### config.mk
export PLATFORM = sky130hd
export DESIGN_NAME = c3pf_cfg_regs
export DESIGN_NICKNAME = d
export VERILOG_FILES = /design/src/hw/rtl/conv3x3_pixel_filter_assert.svh /design/src/hw/rtl/c3pf_pkg.sv /design/src/hw/rtl/c3pf_cfg_regs.sv
export SDC_FILE = /design/constraint.sdc
export NUM_CORES = 1
export LEC_CHECK = 0
export ABC_AREA = 1
export BUFFER_PORTS_ARGS = -buffer_cell sky130_fd_sc_hd__buf_2
export CORE_MARGIN = 3
export CORE_UTILIZATION = 53
export DETAILED_ROUTE_END_ITERATION = 12
export PLACE_DENSITY_LB_ADDON = 0.12
export SETUP_SLACK_MARGIN = 0.05
export SYNTH_ARGS = -nofsm -noshare
export SYNTH_HDL_FRONTEND = slang
export SYNTH_SLANG_ARGS = --single-unit
export TNS_END_PERCENT = 20
### constraint.sdc
create_clock -name clk -period 3.6 [get_ports clk]
set_input_delay 0.18 -clock clk [delete_from_list [all_inputs] [get_ports clk]]
set_output_delay 0.18 -clock clk [all_outputs]
set_load 0.05 [all_outputs]
### src/hw/rtl/conv3x3_pixel_filter_assert.svh
// assertion macros for the 3x3 pixel filter
`ifndef CONV3X3_PIXEL_FILTER_ASSERT_SVH
`define CONV3X3_PIXEL_FILTER_ASSERT_SVH

// same-cycle implication
`define C3PF_ASSERT_NOW(lbl, ante, cons, msg) \
    lbl: assert property (@(posedge clk) disable iff (!rst_n) (ante) |-> (cons)) \
        else $error(msg);

// next-cycle implication
`define C3PF_ASSERT_NEXT(lbl, ante, cons, msg) \
    lbl: assert property (@(posedge clk) disable iff (!rst_n) (ante) |=> (cons)) \
        else $error(msg);

`endif

### src/hw/rtl/c3pf_pkg.sv
package c3pf_pkg;

    localparam int PIX_W        = 8;
    localparam int COEF_W       = 16;
    localparam int VAL_W        = 16;
    localparam int X_W          = 10;
    localparam int Y_W          = 12;
    localparam int WIDTH_REG_W  = 11;
    localparam int HEIGHT_REG_W = 12;
    localparam int KROW_W       = 48;
    localparam int KSIZE        = 3;
    localparam int TAPS         = KSIZE * KSIZE;
    localparam int PROD_W       = PIX_W + 1 + COEF_W;
    localparam int SUM_W        = PROD_W + 4;

    localparam int DEF_MAX_WIDTH = 1024;

    localparam int APB_DATA_W = 64;
    localparam int APB_ADDR_W = 6;

    localparam logic [2:0] REG_IMAGE_WIDTH  = 3'd0;
    localparam logic [2:0] REG_IMAGE_HEIGHT = 3'd1;
    localparam logic [2:0] REG_KERNEL_TOP   = 3'd2;
    localparam logic [2:0] REG_KERNEL_MID   = 3'd3;
    localparam logic [2:0] REG_KERNEL_BOT   = 3'd4;

    localparam logic [WIDTH_REG_W-1:0]  RST_IMAGE_WIDTH  = 11'd64;
    localparam logic [HEIGHT_REG_W-1:0] RST_IMAGE_HEIGHT = 12'd64;
    localparam logic [KROW_W-1:0]       RST_KERNEL_TOP   = 48'h0000_FF00_0000;
    localparam logic [KROW_W-1:0]       RST_KERNEL_MID   = 48'hFF00_0400_FF00;
    localparam logic [KROW_W-1:0]       RST_KERNEL_BOT   = 48'h0000_FF00_0000;

    localparam logic [VAL_W-1:0] VAL_MAX = 16'hFF00;

    typedef struct packed {
        logic [WIDTH_REG_W-1:0]         width_m1;
        logic [HEIGHT_REG_W-1:0]        height_m1;
        logic [TAPS-1:0][COEF_W-1:0]    coef;
    } cfg_t;

    typedef struct packed {
        logic [X_W-1:0] out_x;
        logic [Y_W-1:0] out_y;
        logic           frame_last;
    } tag_t;

endpackage

### src/hw/rtl/c3pf_cfg_regs.sv
module c3pf_cfg_regs #(
    parameter int MAX_WIDTH = c3pf_pkg::DEF_MAX_WIDTH
) (
    input  logic                              clk,
    input  logic                              rst_n,
    input  logic                              psel,
    input  logic                              penable,
    input  logic                              pwrite,
    input  logic [c3pf_pkg::APB_ADDR_W-1:0]   paddr,
    input  logic [c3pf_pkg::APB_DATA_W-1:0]   pwdata,
    output logic [c3pf_pkg::APB_DATA_W-1:0]   prdata,
    output c3pf_pkg::cfg_t                    cfg
);

    logic [c3pf_pkg::WIDTH_REG_W-1:0]  width_reg;
    logic [c3pf_pkg::HEIGHT_REG_W-1:0] height_reg;
    logic [c3pf_pkg::KROW_W-1:0]       ktop_reg;
    logic [c3pf_pkg::KROW_W-1:0]       kmid_reg;
    logic [c3pf_pkg::KROW_W-1:0]       kbot_reg;
    logic [2:0]                        reg_sel;
    logic                              wr_en;

    assign reg_sel = paddr[c3pf_pkg::APB_ADDR_W-1:3];
    assign wr_en   = psel && penable && pwrite;

    always_ff @(posedge clk or negedge rst_n)
    begin
        if (!rst_n)
        begin
            width_reg  <= c3pf_pkg::RST_IMAGE_WIDTH;
            height_reg <= c3pf_pkg::RST_IMAGE_HEIGHT;
            ktop_reg   <= c3pf_pkg::RST_KERNEL_TOP;
            kmid_reg   <= c3pf_pkg::RST_KERNEL_MID;
            kbot_reg   <= c3pf_pkg::RST_KERNEL_BOT;
        end
        else if (wr_en)
        begin
            unique case (reg_sel)
                c3pf_pkg::REG_IMAGE_WIDTH:
                    width_reg <= pwdata[c3pf_pkg::WIDTH_REG_W-1:0];
                c3pf_pkg::REG_IMAGE_HEIGHT:
                    height_reg <= pwdata[c3pf_pkg::HEIGHT_REG_W-1:0];
                c3pf_pkg::REG_KERNEL_TOP:
                    ktop_reg <= pwdata[c3pf_pkg::KROW_W-1:0];
                c3pf_pkg::REG_KERNEL_MID:
                    kmid_reg <= pwdata[c3pf_pkg::KROW_W-1:0];
                c3pf_pkg::REG_KERNEL_BOT:
                    kbot_reg <= pwdata[c3pf_pkg::KROW_W-1:0];
                default:
                begin
                end
            endcase
        end
    end

    always_comb
    begin
        unique case (reg_sel)
            c3pf_pkg::REG_IMAGE_WIDTH:
                prdata = c3pf_pkg::APB_DATA_W'(width_reg);
            c3pf_pkg::REG_IMAGE_HEIGHT:
                prdata = c3pf_pkg::APB_DATA_W'(height_reg);
            c3pf_pkg::REG_KERNEL_TOP:
                prdata = c3pf_pkg::APB_DATA_W'(ktop_reg);
            c3pf_pkg::REG_KERNEL_MID:
                prdata = c3pf_pkg::APB_DATA_W'(kmid_reg);
            c3pf_pkg::REG_KERNEL_BOT:
                prdata = c3pf_pkg::APB_DATA_W'(kbot_reg);
            default:
                prdata = '0;
        endcase
    end

    // effective geometry, kept as last index
    always_comb
    begin
        if (width_reg < c3pf_pkg::WIDTH_REG_W'(3))
            cfg.width_m1 = c3pf_pkg::WIDTH_REG_W'(2);
        else if (32'(width_reg) > MAX_WIDTH)
            cfg.width_m1 = c3pf_pkg::WIDTH_REG_W'(MAX_WIDTH - 1);
        else
            cfg.width_m1 = width_reg - c3pf_pkg::WIDTH_REG_W'(1);

        if (height_reg < c3pf_pkg::HEIGHT_REG_W'(3))
            cfg.height_m1 = c3pf_pkg::HEIGHT_REG_W'(2);
        else
            cfg.height_m1 = height_reg - c3pf_pkg::HEIGHT_REG_W'(1);

        for (int k = 0; k < c3pf_pkg::KSIZE; k++)
        begin
            cfg.coef[k]                      = ktop_reg[c3pf_pkg::COEF_W*k +: c3pf_pkg::COEF_W];
            cfg.coef[c3pf_pkg::KSIZE + k]    = kmid_reg[c3pf_pkg::COEF_W*k +: c3pf_pkg::COEF_W];
            cfg.coef[2*c3pf_pkg::KSIZE + k]  = kbot_reg[c3pf_pkg::COEF_W*k +: c3pf_pkg::COEF_W];
        end
    end

endmodule

# Yosys cells after proc, flatten, opt, wreduce, memory -nomap -nowiden
# Cells that the tools add are included.
# op_classes
n_eq_ne	4
reduce_logical	8
n_lt_le_gt_ge	3
n_mux	4
add_sub_neg	2
# op_table
operator	count
48-bit case mux with 5 select lines	1
11-bit two-way mux	2
12-bit by 2-bit < comparator with 1-bit output (second input constant)	1
12-bit two-way mux	1
12-bit by 1-bit subtractor with 12-bit output (second input constant)	1
11-bit > comparator (second input constant)	1
11-bit by 2-bit < comparator with 1-bit output (second input constant)	1
11-bit by 1-bit subtractor with 11-bit output (second input constant)	1
2-bit AND reduction	5
3-bit by 2-bit == test with 1-bit output (second input constant)	2
3-bit by 1-bit == test with 1-bit output (second input constant)	1
3-bit == test (second input constant)	1
3-bit logical NOT	1
1-bit logical AND	2
# totals
word_cells	26
ff_bits	167
output_inout_bits	231

# Depth between registers and ports, before layout
# depth
word_depth	3
ltp_mapped	11

# Worst setup path after synthesis
# Ideal clock, no wire load.
# synth_path
kind	register to output
start	reg width_reg[0] (netlist bit)
end	out cfg[164] (netlist bit)
t_required_ns	3.420
stages_incl_launch_ff	9
arrival_time_ns	1.903
path_slack_ns	1.517
path_cell_list	dfrtp_1 -> inv_1 -> ha_1 -> inv_1 -> nor2_2 -> inv_1 -> nor2_4 -> o21ai_0 -> a21oi_1
# synth_lines
item	line_no	source
from (decl)	c3pf_cfg_regs.sv:15	logic [c3pf_pkg::WIDTH_REG_W-1:0] width_reg;
from (signal assigned)	c3pf_cfg_regs.sv:30	width_reg <= c3pf_pkg::RST_IMAGE_WIDTH;
from (signal assigned)	c3pf_cfg_regs.sv:40	width_reg <= pwdata[c3pf_pkg::WIDTH_REG_W-1:0];
to (decl)	c3pf_cfg_regs.sv:12	output c3pf_pkg::cfg_t cfg

==> flow_summary_export.csv <==
group,metric,value,unit
clocking,cts_tree,"built",
critical_path,startpoint_type,"flop",
clocking,clock_path_buffers,2,
hold_path,min_from,"pwdata[29]",
detailed_routing,drt-vias-per-instance,5.14,
place,io_buffers,270,
synthesis,synth_compound_area_frac,0.122,
cells_and_area,synthToLayoutAreaGrowth,24.2,%
global_route,use_met1,0.348,
synthesis,mappedNetlistArea,7990,um2
synthesis,synthMuxAreaShare,0,
floorplan,die_x,129,um
floorplan,initial_core_util,0.545,
cells_and_area,utilization,0.677,
job,cap_violations,0,
global_route,grtUsageMet3,0.0598,
critical_path,reg2reg_slack,2760,ps
synthesis,synth_top_family_by_area,"simple AND/OR/NAND/NOR gates",
floorplan,ios,306,
place,hpwl,15.1,mm
synthesis,avgSynthCellArea,8.06,um2
timing,fmax,410,MHz
clocking,cts.clk_slew.worst_paths,60,ps
critical_path,startpoint,"width_reg[0]",
critical_path,endpoint_kind,"output pin",
power,ir_drop,0.405,mV
synthesis,synthDistinctLibCells,31,
detailed_routing,wl,22.2,mm
cells_and_area,layout_commonest_cell,"nand2_1",
synthesis,synthCells,991,
power,power_density,770,nW/um2
critical_path,cp_data_arrival_time,2260,ps
detailed_routing,drc_errors,0,
cells_and_area,multi_input_area,3060,um2
place,dp_cells,1397,
cells_and_area,seq_area,4220,um2
hold_path,hold_path_depth,3,
detailed_routing,dr_total_vias,7369,
cells_and_area,n_antenna_cell,0,
floorplan,die_h,129,um
critical_path,rr_endpoint,"width_reg[10]",
cells_and_area,fin_nets,1316,
synthesis,ys_seq_area_frac,0.529,
timing,setup-tns-final,0,ps
detailed_routing,antenna_left,0,
clocking,cts-resized-gates,0,
timing,rsz0062_at_grt,"no",
hold_path,holdPathEnd,"kbot_reg[29]",
critical_path,reg2reg_depth,2,
synthesis,synth-adder-area-share,0.00470,
floorplan,coreArea,14600,um2
timing,fin_skew,0,ps
place,gp_congestion,0.869,
clocking,post_cts_buffers,0,
cells_and_area,final_cells,1435,
timing,fin_crit,2440,ps
critical_path,cp_max_fo,6,
clocking,numCtsBuffers,17,
timing,setup_viol,0,
timing,fin_hold_ws,13.6,ps
power,p_total,7.64,mW
timing,finalCritPeriodShare,0.678,
cells_and_area,mostFrequentLayoutCells,"nand2_1, buf_2, dfrtp_1, o21ai_0, inv_1",
power,p_leak,5.53,nW
clocking,root_buffer,"clkbuf_16",
global_route,grt_pass1_vias,6764,
detailed_routing,wl_per_cell,15.5,um
clocking,insertion_delay,420,ps
critical_path,crit_path_top_delay_cell,"dfrtp_1",
global_route,grtUsageMet2,0.437,
clocking,ctsHtreeMaxLevel,4,
critical_path,cp_common_cell,"inv_1",
critical_path,r2r_start,"width_reg[10]",
critical_path,cp_slowest_stage_delay,480,ps
global_route,grt_pass1_wl,34.9,mm
detailed_routing,dr.first_iter.drc_count,406,
global_route,grt-ovfl-total,0,
synthesis,yosysWarnings,0,
critical_path,cp_num_buf_inv,5,
hold_path,hp-class,"input port to flop",
timing,hold_viol_final,0,
global_route,busiest_layer,"met2",
critical_path,worstPathCellList,"inv_1 -> ha_1 -> inv_1 -> nor2_2 -> inv_1 -> nor2_4 -> nand2_2 -> nand2_2 -> nand3_1 -> nand2_1 -> inv_1 -> buf_2",
cells_and_area,fillCellCount,1292,
detailed_routing,dr.pass1.iters,5,
timing,slew_viol_final,0,
synthesis,synth_xor_area_frac,0.00768,
floorplan,die-area,16600,um2
synthesis,ys_seq_elements,167,
critical_path,cp.required,3420,ps
synthesis,yosys.area_share.simple,0.241,
status,status,"finished, final reports clean",
timing,worst_pin_slew,1020,ps
global_route,grtUsageTotal,0.267,
critical_path,crit_family,"simple AND/OR/NAND/NOR gates",
global_route,grt_max_degree,99,
clocking,clock_sinks,167,
cells_and_area,drive_gt1_frac,0.291,
critical_path,worstSetupPathType,"flop to output pin",
floorplan,rows,44,
global_route,antenna_found_initial,0,
timing,slew_headroom,0.317,
-- timing repair --
| action | CTS | global route |
|---|---|---|
| setup endpoints to repair | 0 | 0 |
| hold endpoints to repair | 65 | 0 |
| hold buffers | 6 | 0 |
-- tightest hold or removal path: cells and delay by family --
kind / cells / cell delay [ps]
buf+inv: 2 / 180
compound gates: 1 / 70
-- report_power, final --
group,switching (mW),internal [mW]
sequential,0.346,2.28
combinational,2.39,0.641
clock,0.735,1.24
total,3.48,4.17
-- through the flow --
stage,setup slack [ps],cell area [um2]
2_1_floorplan,1520,8040
3_3_place_gp,1530,9210
3_5_place_dp,1480,9210
4_1_cts,1160,9920
5_1_grt,1000,9920
6_report,1160,9920
-- logic make-up (layout without fill, tap and decap cells) --
family                   after synthesis  count (layout)
AND/OR/NAND/NOR                      474             474
AO/OA/AOI/OAI                        194             194
flip-flops                           167             167
buffers and inverters                145             390
XOR/XNOR                               7               7
adder cells (fa/ha/maj)                3               3
other                                  1              16
-- Yosys cell counts, drive strengths merged --
library cell  instances  area, um2
a21oi                21        105
and3                  1       7.51
buf                  54        415
clkbuf               13       51.3
conb                  1       3.75
dfrtp               132       3300
dfstp                35        920
ha                    3       37.5
inv                  78        293
nand2               369       1410
nand3                60        300
nand4                 3       18.8
nor2                 35        149
nor3                  4       25.0
o2111ai               1       8.76
o21ai               172        861
or2                   2       12.5
xnor2                 1       8.76
xor2                  6       52.6
-- area by class of cell --
cell class              count  area share
clock inverters            11      0.0170
clock buffers              21      0.0486
multi-input cells         694       0.309
flip-flops and latches    167       0.426
well taps                 184      0.0232
inverters                  78      0.0295
repair buffers            280       0.147
-- metal layers --
metal	wire, um	up-vias
li1	-	3620
met5	0	-
met1	9360	3439
met2	10900	275
met3	1480	35
met4	527	0
-- worst max-delay path by stage --
stage,endpoint,depth (start not counted)
final,cfg[165],12
after global routing,cfg[165],12
after CTS,cfg[165],12
after detailed placement,width_reg[10],4
after global placement,width_reg[1],4
after floorplan,cfg[164],8
Note: power is estimated with default switching activity, not from simulation.
