### src/hw/rtl/conv3x3_pixel_filter_assert.svh
// assertion macros for the 3x3 pixel filter
`ifndef CONV3X3_PIXEL_FILTER_ASSERT_SVH
`define CONV3X3_PIXEL_FILTER_ASSERT_SVH

// same-cycle implication
`define C3PF_ASSERT_NOW(lbl, ante, cons, msg) \
    lbl: assert property (@(posedge clk) disable iff (!rst_n) (ante) |-> (cons)) \
        else $error(msg);

// next-cycle implication
`define C3PF_ASSERT_NEXT(lbl, ante, cons, msg) \
    lbl: assert property (@(posedge clk) disable iff (!rst_n) (ante) |=> (cons)) \
        else $error(msg);

`endif

### src/hw/rtl/c3pf_pkg.sv
package c3pf_pkg;

    localparam int PIX_W        = 8;
    localparam int COEF_W       = 16;
    localparam int VAL_W        = 16;
    localparam int X_W          = 10;
    localparam int Y_W          = 12;
    localparam int WIDTH_REG_W  = 11;
    localparam int HEIGHT_REG_W = 12;
    localparam int KROW_W       = 48;
    localparam int KSIZE        = 3;
    localparam int TAPS         = KSIZE * KSIZE;
    localparam int PROD_W       = PIX_W + 1 + COEF_W;
    localparam int SUM_W        = PROD_W + 4;

    localparam int DEF_MAX_WIDTH = 1024;

    localparam int APB_DATA_W = 64;
    localparam int APB_ADDR_W = 6;

    localparam logic [2:0] REG_IMAGE_WIDTH  = 3'd0;
    localparam logic [2:0] REG_IMAGE_HEIGHT = 3'd1;
    localparam logic [2:0] REG_KERNEL_TOP   = 3'd2;
    localparam logic [2:0] REG_KERNEL_MID   = 3'd3;
    localparam logic [2:0] REG_KERNEL_BOT   = 3'd4;

    localparam logic [WIDTH_REG_W-1:0]  RST_IMAGE_WIDTH  = 11'd64;
    localparam logic [HEIGHT_REG_W-1:0] RST_IMAGE_HEIGHT = 12'd64;
    localparam logic [KROW_W-1:0]       RST_KERNEL_TOP   = 48'h0000_FF00_0000;
    localparam logic [KROW_W-1:0]       RST_KERNEL_MID   = 48'hFF00_0400_FF00;
    localparam logic [KROW_W-1:0]       RST_KERNEL_BOT   = 48'h0000_FF00_0000;

    localparam logic [VAL_W-1:0] VAL_MAX = 16'hFF00;

    typedef struct packed {
        logic [WIDTH_REG_W-1:0]         width_m1;
        logic [HEIGHT_REG_W-1:0]        height_m1;
        logic [TAPS-1:0][COEF_W-1:0]    coef;
    } cfg_t;

    typedef struct packed {
        logic [X_W-1:0] out_x;
        logic [Y_W-1:0] out_y;
        logic           frame_last;
    } tag_t;

endpackage

### src/hw/rtl/c3pf_mac.sv
module c3pf_mac (
    input  logic                                           clk,
    input  logic                                           rst_n,
    input  c3pf_pkg::cfg_t                                 cfg,
    input  logic                                           nb_valid,
    output logic                                           nb_ready,
    input  logic [c3pf_pkg::TAPS-1:0][c3pf_pkg::PIX_W-1:0] nb_pix,
    input  c3pf_pkg::tag_t                                 nb_tag,
    output logic                                           out_valid,
    input  logic                                           out_ready,
    output logic [c3pf_pkg::VAL_W-1:0]                     out_value,
    output c3pf_pkg::tag_t                                 out_tag
);

    localparam int K = c3pf_pkg::KSIZE;

    logic                                         p_valid_reg;
    logic signed [c3pf_pkg::PROD_W-1:0]           prod_reg [c3pf_pkg::TAPS];
    c3pf_pkg::tag_t                               p_tag_reg;

    logic                                         s_valid_reg;
    logic signed [c3pf_pkg::SUM_W-1:0]            sum_reg;
    logic signed [c3pf_pkg::SUM_W-1:0]            sum_next;
    logic signed [c3pf_pkg::SUM_W-1:0]            row_sum [K];
    c3pf_pkg::tag_t                               s_tag_reg;

    logic                                         o_valid_reg;
    logic [c3pf_pkg::VAL_W-1:0]                   o_value_reg;
    logic [c3pf_pkg::VAL_W-1:0]                   o_value_next;
    c3pf_pkg::tag_t                               o_tag_reg;

    logic                                         o_free;
    logic                                         s_free;
    logic                                         p_free;

    assign o_free   = !o_valid_reg || out_ready;
    assign s_free   = !s_valid_reg || o_free;
    assign p_free   = !p_valid_reg || s_free;
    assign nb_ready = p_free;

    always_comb
    begin
        for (int r = 0; r < K; r++)
        begin
            row_sum[r] = c3pf_pkg::SUM_W'(prod_reg[K*r])
                       + c3pf_pkg::SUM_W'(prod_reg[K*r + 1])
                       + c3pf_pkg::SUM_W'(prod_reg[K*r + 2]);
        end
        sum_next = row_sum[0] + row_sum[1] + row_sum[2];
    end

    // clamp to 0 .. 255.0
    always_comb
    begin
        if (sum_reg < 0)
            o_value_next = '0;
        else if (sum_reg > $signed(c3pf_pkg::SUM_W'(c3pf_pkg::VAL_MAX)))
            o_value_next = c3pf_pkg::VAL_MAX;
        else
            o_value_next = sum_reg[c3pf_pkg::VAL_W-1:0];
    end

    always_ff @(posedge clk or negedge rst_n)
    begin
        if (!rst_n)
        begin
            p_valid_reg <= 1'b0;
            s_valid_reg <= 1'b0;
            o_valid_reg <= 1'b0;
        end
        else
        begin
            if (p_free)
                p_valid_reg <= nb_valid;
            if (s_free)
                s_valid_reg <= p_valid_reg;
            if (o_free)
                o_valid_reg <= s_valid_reg;
        end
    end

    always_ff @(posedge clk)
    begin
        if (p_free && nb_valid)
        begin
            for (int i = 0; i < c3pf_pkg::TAPS; i++)
                prod_reg[i] <= $signed({1'b0, nb_pix[i]}) * $signed(cfg.coef[i]);
            p_tag_reg <= nb_tag;
        end
        if (s_free && p_valid_reg)
        begin
            sum_reg   <= sum_next;
            s_tag_reg <= p_tag_reg;
        end
        if (o_free && s_valid_reg)
        begin
            o_value_reg <= o_value_next;
            o_tag_reg   <= s_tag_reg;
        end
    end

    assign out_valid = o_valid_reg;
    assign out_value = o_value_reg;
    assign out_tag   = o_tag_reg;

endmodule

### config.mk
export PLATFORM = sky130hd
export DESIGN_NAME = c3pf_mac
export DESIGN_NICKNAME = d
export VERILOG_FILES = /design/src/hw/rtl/conv3x3_pixel_filter_assert.svh /design/src/hw/rtl/c3pf_pkg.sv /design/src/hw/rtl/c3pf_mac.sv
export SDC_FILE = /design/constraint.sdc
export NUM_CORES = 2
export LEC_CHECK = 0
export ABC_AREA = 0
export BUFFER_PORTS_ARGS = -buffer_cell sky130_fd_sc_hd__buf_2
export CORE_MARGIN = 2
export CORE_UTILIZATION = 40
export CTS_BUF_LIST = sky130_fd_sc_hd__clkbuf_16
export DETAILED_ROUTE_END_ITERATION = 10
export PLACE_DENSITY = 0.55
export SYNTH_ARGS = -nofsm -noshare
export SYNTH_HDL_FRONTEND = slang
export SYNTH_SLANG_ARGS = --single-unit
### constraint.sdc
create_clock -name clk -period 13.58 [get_ports clk]
set_input_delay 1.358 -clock clk [delete_from_list [all_inputs] [get_ports clk]]
set_output_delay 1.358 -clock clk [all_outputs]
set_load 0.05 [all_outputs]
# Word-level counts from Yosys, hierarchy flattened
# Memories as Yosys holds them, arrays and structs flattened.
# Cells that the tools add are included.
dict set report op_classes {
  n_addsub 8
  mul 9
  order_cmp 2
  mux 3
  reduce_logical 10
}
# cell count
set ops {}
lappend ops {{9-bit by 16-bit multiplier with 25-bit output} 9}
lappend ops {{26-bit by 25-bit adder with 27-bit output} 3}
lappend ops {{25-bit by 25-bit adder with 26-bit output} 3}
lappend ops {{28-bit by 27-bit adder with 29-bit output} 1}
lappend ops {{29-bit by 17-bit greater-than comparator with 1-bit output, second input constant} 1}
lappend ops {{29-bit by 1-bit < comparator with 1-bit output, second input constant} 1}
lappend ops {{27-bit by 27-bit adder with 28-bit output} 1}
lappend ops {{16-bit 2-to-1 mux} 1}
lappend ops {{1-bit logical AND} 3}
lappend ops {{1-bit zero test} 3}
lappend ops {{1-bit logical OR} 3}
lappend ops {{1-bit 2-to-1 mux} 2}
lappend ops {{2-bit OR reduction} 1}
dict set report word_totals {
  ff_bits 117
  mem_bits_rw 225
  input_bits 266
  output_inout_bits 41
  wordCells 48
  mem_count 1
}
# memory words word_bits rd rd_clocked_by_memory_dff wr line_no
set mem_list {}
lappend mem_list {prod_reg 9 25 9 0 9 c3pf_mac.sv:18} ;# logic signed [c3pf_pkg::PROD_W-1:0] prod_reg [c3pf_pkg::TAPS];

# Logic depth before layout (Yosys ltp)
dict set report depth {
  word_depth 7
  mapped_depth 21
  ltp_nobuf 19
}

# Worst setup path after synthesis
# No wires, ideal clock.
dict set report synth_path {
  path_kind {input-to-reg}
  from {input port out_ready}
  to {register p_tag_reg[0] in the netlist's numbering (enable)}
  setup_time_ns 0.639
  t_arrival_ns 7.515
  slack_ns 5.426
  path_stages 3
  n_path_buf 0
  cell_sequence {nor2b_1 > nand3_1 > and2_1}
}
dict set report synth_between {
  elab_chain_len 4
}
# element line_no
set synth_rtl {}
lappend synth_rtl {{from (decl)} c3pf_mac.sv:10} ;# input logic out_ready,
lappend synth_rtl {{1-bit logical OR} c3pf_mac.sv:36} ;# assign o_free = !o_valid_reg || out_ready;
lappend synth_rtl {{1-bit logical OR} c3pf_mac.sv:37} ;# assign s_free = !s_valid_reg || o_free;
lappend synth_rtl {{1-bit logical OR} c3pf_mac.sv:38} ;# assign p_free = !p_valid_reg || s_free;
lappend synth_rtl {{via nb_ready} c3pf_mac.sv:6} ;# output logic nb_ready,
lappend synth_rtl {{1-bit logical AND} c3pf_mac.sv:84} ;# if (p_free && nb_valid)
lappend synth_rtl {{to (signal assigned)} c3pf_mac.sv:88} ;# p_tag_reg <= nb_tag;
lappend synth_rtl {{to (decl)} c3pf_mac.sv:19} ;# c3pf_pkg::tag_t p_tag_reg;
# The timed path passes the listed nets, and every way through them passes these cells.
# A chain may end at the register's enable or synchronous reset.

==> flow_metrics.py <==
metrics = {
    "synth": {
        "synth_adder_area_share_pct": 48.29,
        "synth_edf_count": 339,
        "synth.avg_cell_area_um2": 9.730,
        "async_reset_ff_share_pct": 0.8772,
        "synth_compound_area_share_pct": 5.511,
        "synthesis.nets": 7786,
        "synthCells": 5945,
        "synthMuxAreaShare_pct": 0.05191,
        "yosys.area_share.simple_pct": 13.77,
        "synth-main-ff-cell": "edfxtp_1",
        "yosysWarnings": 0,
        "syn_area_um2": 57840,
        "synthDominantCellAreaShare_pct": 37.93,
        "synth_seq_cells": 342,
        "synth-xor-area-share_pct": 3.316,
        "synth_top_family_by_area": "adder cells",
        "yosysTopAreaCell": "fa_1",
        "synth_cell_type_count": 68,
        "ys_seq_area_share_pct": 17.73,
        "ys_top_cells_by_area": "fa_1 (38%), edfxtp_1 (18%), inv_1 (11%)",
    },
    "clock_tree": {
        "cts_tree": "yes",
        "cts_resized": 0,
        "clockBufferDepth": 3,
        "postCtsSetupBuffers": 0,
        "h-tree-depth": 2,
        "path_clk_slew_ps": 60,
        "cts_hold_buf": 0,
        "numCtsBuffers": 38,
        "clk_latency_ps": 580,
        "clock_sinks": 342,
        "clockRootBuffer": "clkbuf_16",
    },
    "route": {
        "postRouteAntennaNets": 0,
        "drt-initial-drc-count": 1937,
        "num_vias": 38729,
        "drc_errors": 48,
        "firstDrtPassIters": 8,
        "wl_per_cell_um": 16.69,
        "viasPerCell": 4.769,
        "wirelength_mm": 135.5,
    },
    "finish": {
        "area.growth.synth_to_final_pct": 8.122,
        "multiInputGateArea_um2": 41040,
        "nets": 8018,
        "final_common_cell": "inv_1",
        "seq_area_um2": 10250,
        "drive_above_1_share_pct": 5.883,
        "fill_cells": 14185,
        "largest_reg_flops": 225,
        "mostFrequentLayoutCells": "inv_1 (1654), fa_1 (1096), and2_1 (636), nand2_1 (617), ha_1 (479)",
    },
    "timing": {
        "fin_crit_ps": 6107,
        "max_freq_ghz": 0.1637,
        "slew_viol_final": 0,
        "setup_violations": 0,
        "final.setup.tns_ps": 0,
        "tightest_slew_ps": 1024,
        "fin_skew_ps": 26.39,
        "rsz0062_at_grt": "no",
        "hold_viol": 0,
        "maxSlewHeadroom_pct": 31.75,
        "period_share_pct": 44.97,
    },
    "place": {
        "dp.final_hpwl_mm": 116.8,
        "numPortBuffers": 283,
        "place_congestion": 0.8301,
    },
    "worst_setup_path": {
        "crit_path_start": "nb_pix[56]",
        "max_stage_delay_ps": 540,
        "required_ps": 13890,
        "path_cells": "buf_2 > nand2_1 > fa_1 > inv_1 > fa_1 > fa_1 > inv_1 > fa_1 > inv_1 > ha_1 > a2111oi_0 > o21ai_0 > o2bb2ai_1 > o41ai_1 > o21ai_1 > nor4_1 > nor3_1 > xor2_1",
        "crit_fanout": 16,
        "worstSetupPathType": "input pin to register",
        "setup.worst_path.end_class": "register",
        "crit_top_cell": "fa_1",
        "cpMaxStageDelayCell": "fa_1",
        "r2r-start": "prod_reg[0][152]$_DFFE_PP_",
        "cp_data_arrival_time_ps": 6420,
        "critPathLaunchType": "input pin",
    },
    "status": {
        "status": "finished with violations",
        "violations": "DRC",
    },
    "global_route": {
        "antenna_found_initial": 40,
        "grtUsageTotal_pct": 19.09,
        "grt_max_degree": 85,
        "grt_overflow": 0,
        "grt_pass1_wl_mm": 223.5,
        "grt_pass1_vias": 41614,
    },
    "floorplan": {
        "initial_core_util_pct": 40.27,
        "rows": 139,
        "dieWidth_um": 384.3,
        "core_area_um2": 143700,
        "die_h_um": 384.3,
        "io_pins": 307,
        "die_area_um2": 147700,
    },
    "flow_run": {
        "cap_violations": 0,
    },
    "worst_hold_path": {
        "hold_path.class": "register to register",
        "min_from": "s_tag_reg[11]$_DFFE_PP_",
    },
}
## area by class of cell
type	count	share of cell area [%]
Clock buffer	39	1.560
Antenna cell	14	0.05602
Clock inverter	28	0.3521
Multi-Input combinational cell	3860	65.62
Sequential cell	342	16.40
Inverter	1648	9.891
Tap cell	1903	3.807
Timing Repair Buffer	287	2.313
## synth_stat cells, types with 4 or more instances
cell,number
a2111oi_0,10
a211o_1,7
a211oi_1,18
a21o_1,76
a21oi_1,160
a311oi_1,6
a31o_2,5
a31oi_1,13
and2_1,639
and3_1,19
clkbuf_1,93
edfxtp_1,339
fa_1,1096
ha_1,479
inv_1,1648
nand2_1,617
nand2b_1,21
nand3_1,45
nand3b_1,4
nand4_1,19
nor2_1,104
nor2b_1,28
nor3_1,54
nor4_1,7
o2111ai_1,6
o211ai_1,10
o21a_1,22
o21ai_0,65
o21ai_1,11
o21bai_1,26
o311ai_0,4
o31ai_1,8
o41ai_1,5
or2_2,6
or3_1,6
xnor2_1,162
xor2_1,57
## stage by stage
stage / instances / area (um^2) / util, % / worst slack, ps / hold WS, ps
global placement: 8040 / 61310 / 42.68 / 7025 / 400.8
global route: 8116 / 62530 / 43.53 / 7171 / 424.3
detailed placement: 8040 / 61310 / 42.68 / 6907 / 404.5
floorplan: 5945 / 57840 / - / 5426 / 400.3
CTS: 8107 / 62510 / 43.51 / 7491 / 417.9
finish: 8121 / 62540 / 43.54 / 7473 / 416.8
## routing by layer
layer  GRT usage, %  share of wire (%)
met5              0               0.18
met4          3.255                1.7
met3          2.566                4.8
met2          33.48                 50
met1          25.45                 44
## logic make-up after synthesis
family | after synthesis
mux | 3
flops | 342
xor+xnor | 219
simple gates | 1578
buf+inv | 1743
fa+ha+maj | 1575
compound gates | 485
## critical path, delay by kind of cell
kind	cells	cell delay, ps
adders and majority gates	5	2390
and+or+nand+nor	3	460
AOI/OAI and AO/OA	5	1610
buffers and inverters	4	440
xor gates and xnor gates	1	160
## worst paths after layout
path	slack [ps]	end	cells after the start
worst max-delay path	7470	prod_reg[0][198]$_DFFE_PP_	18
worst min-delay path	420	out_tag[11]$_DFFE_PP_	0
worst max register to register	7790	sum_reg[28]$_DFFE_PP_	16
worst min register to register	420	out_tag[11]$_DFFE_PP_	0
max in group asynchronous	12880	out_valid$_DFFE_PN0P_	1
min in group asynchronous	580	p_valid_reg$_DFFE_PN0N_	1
Power is not shown: default switching activity piles up to over one toggle a cycle in this logic, so the estimate is an artifact.
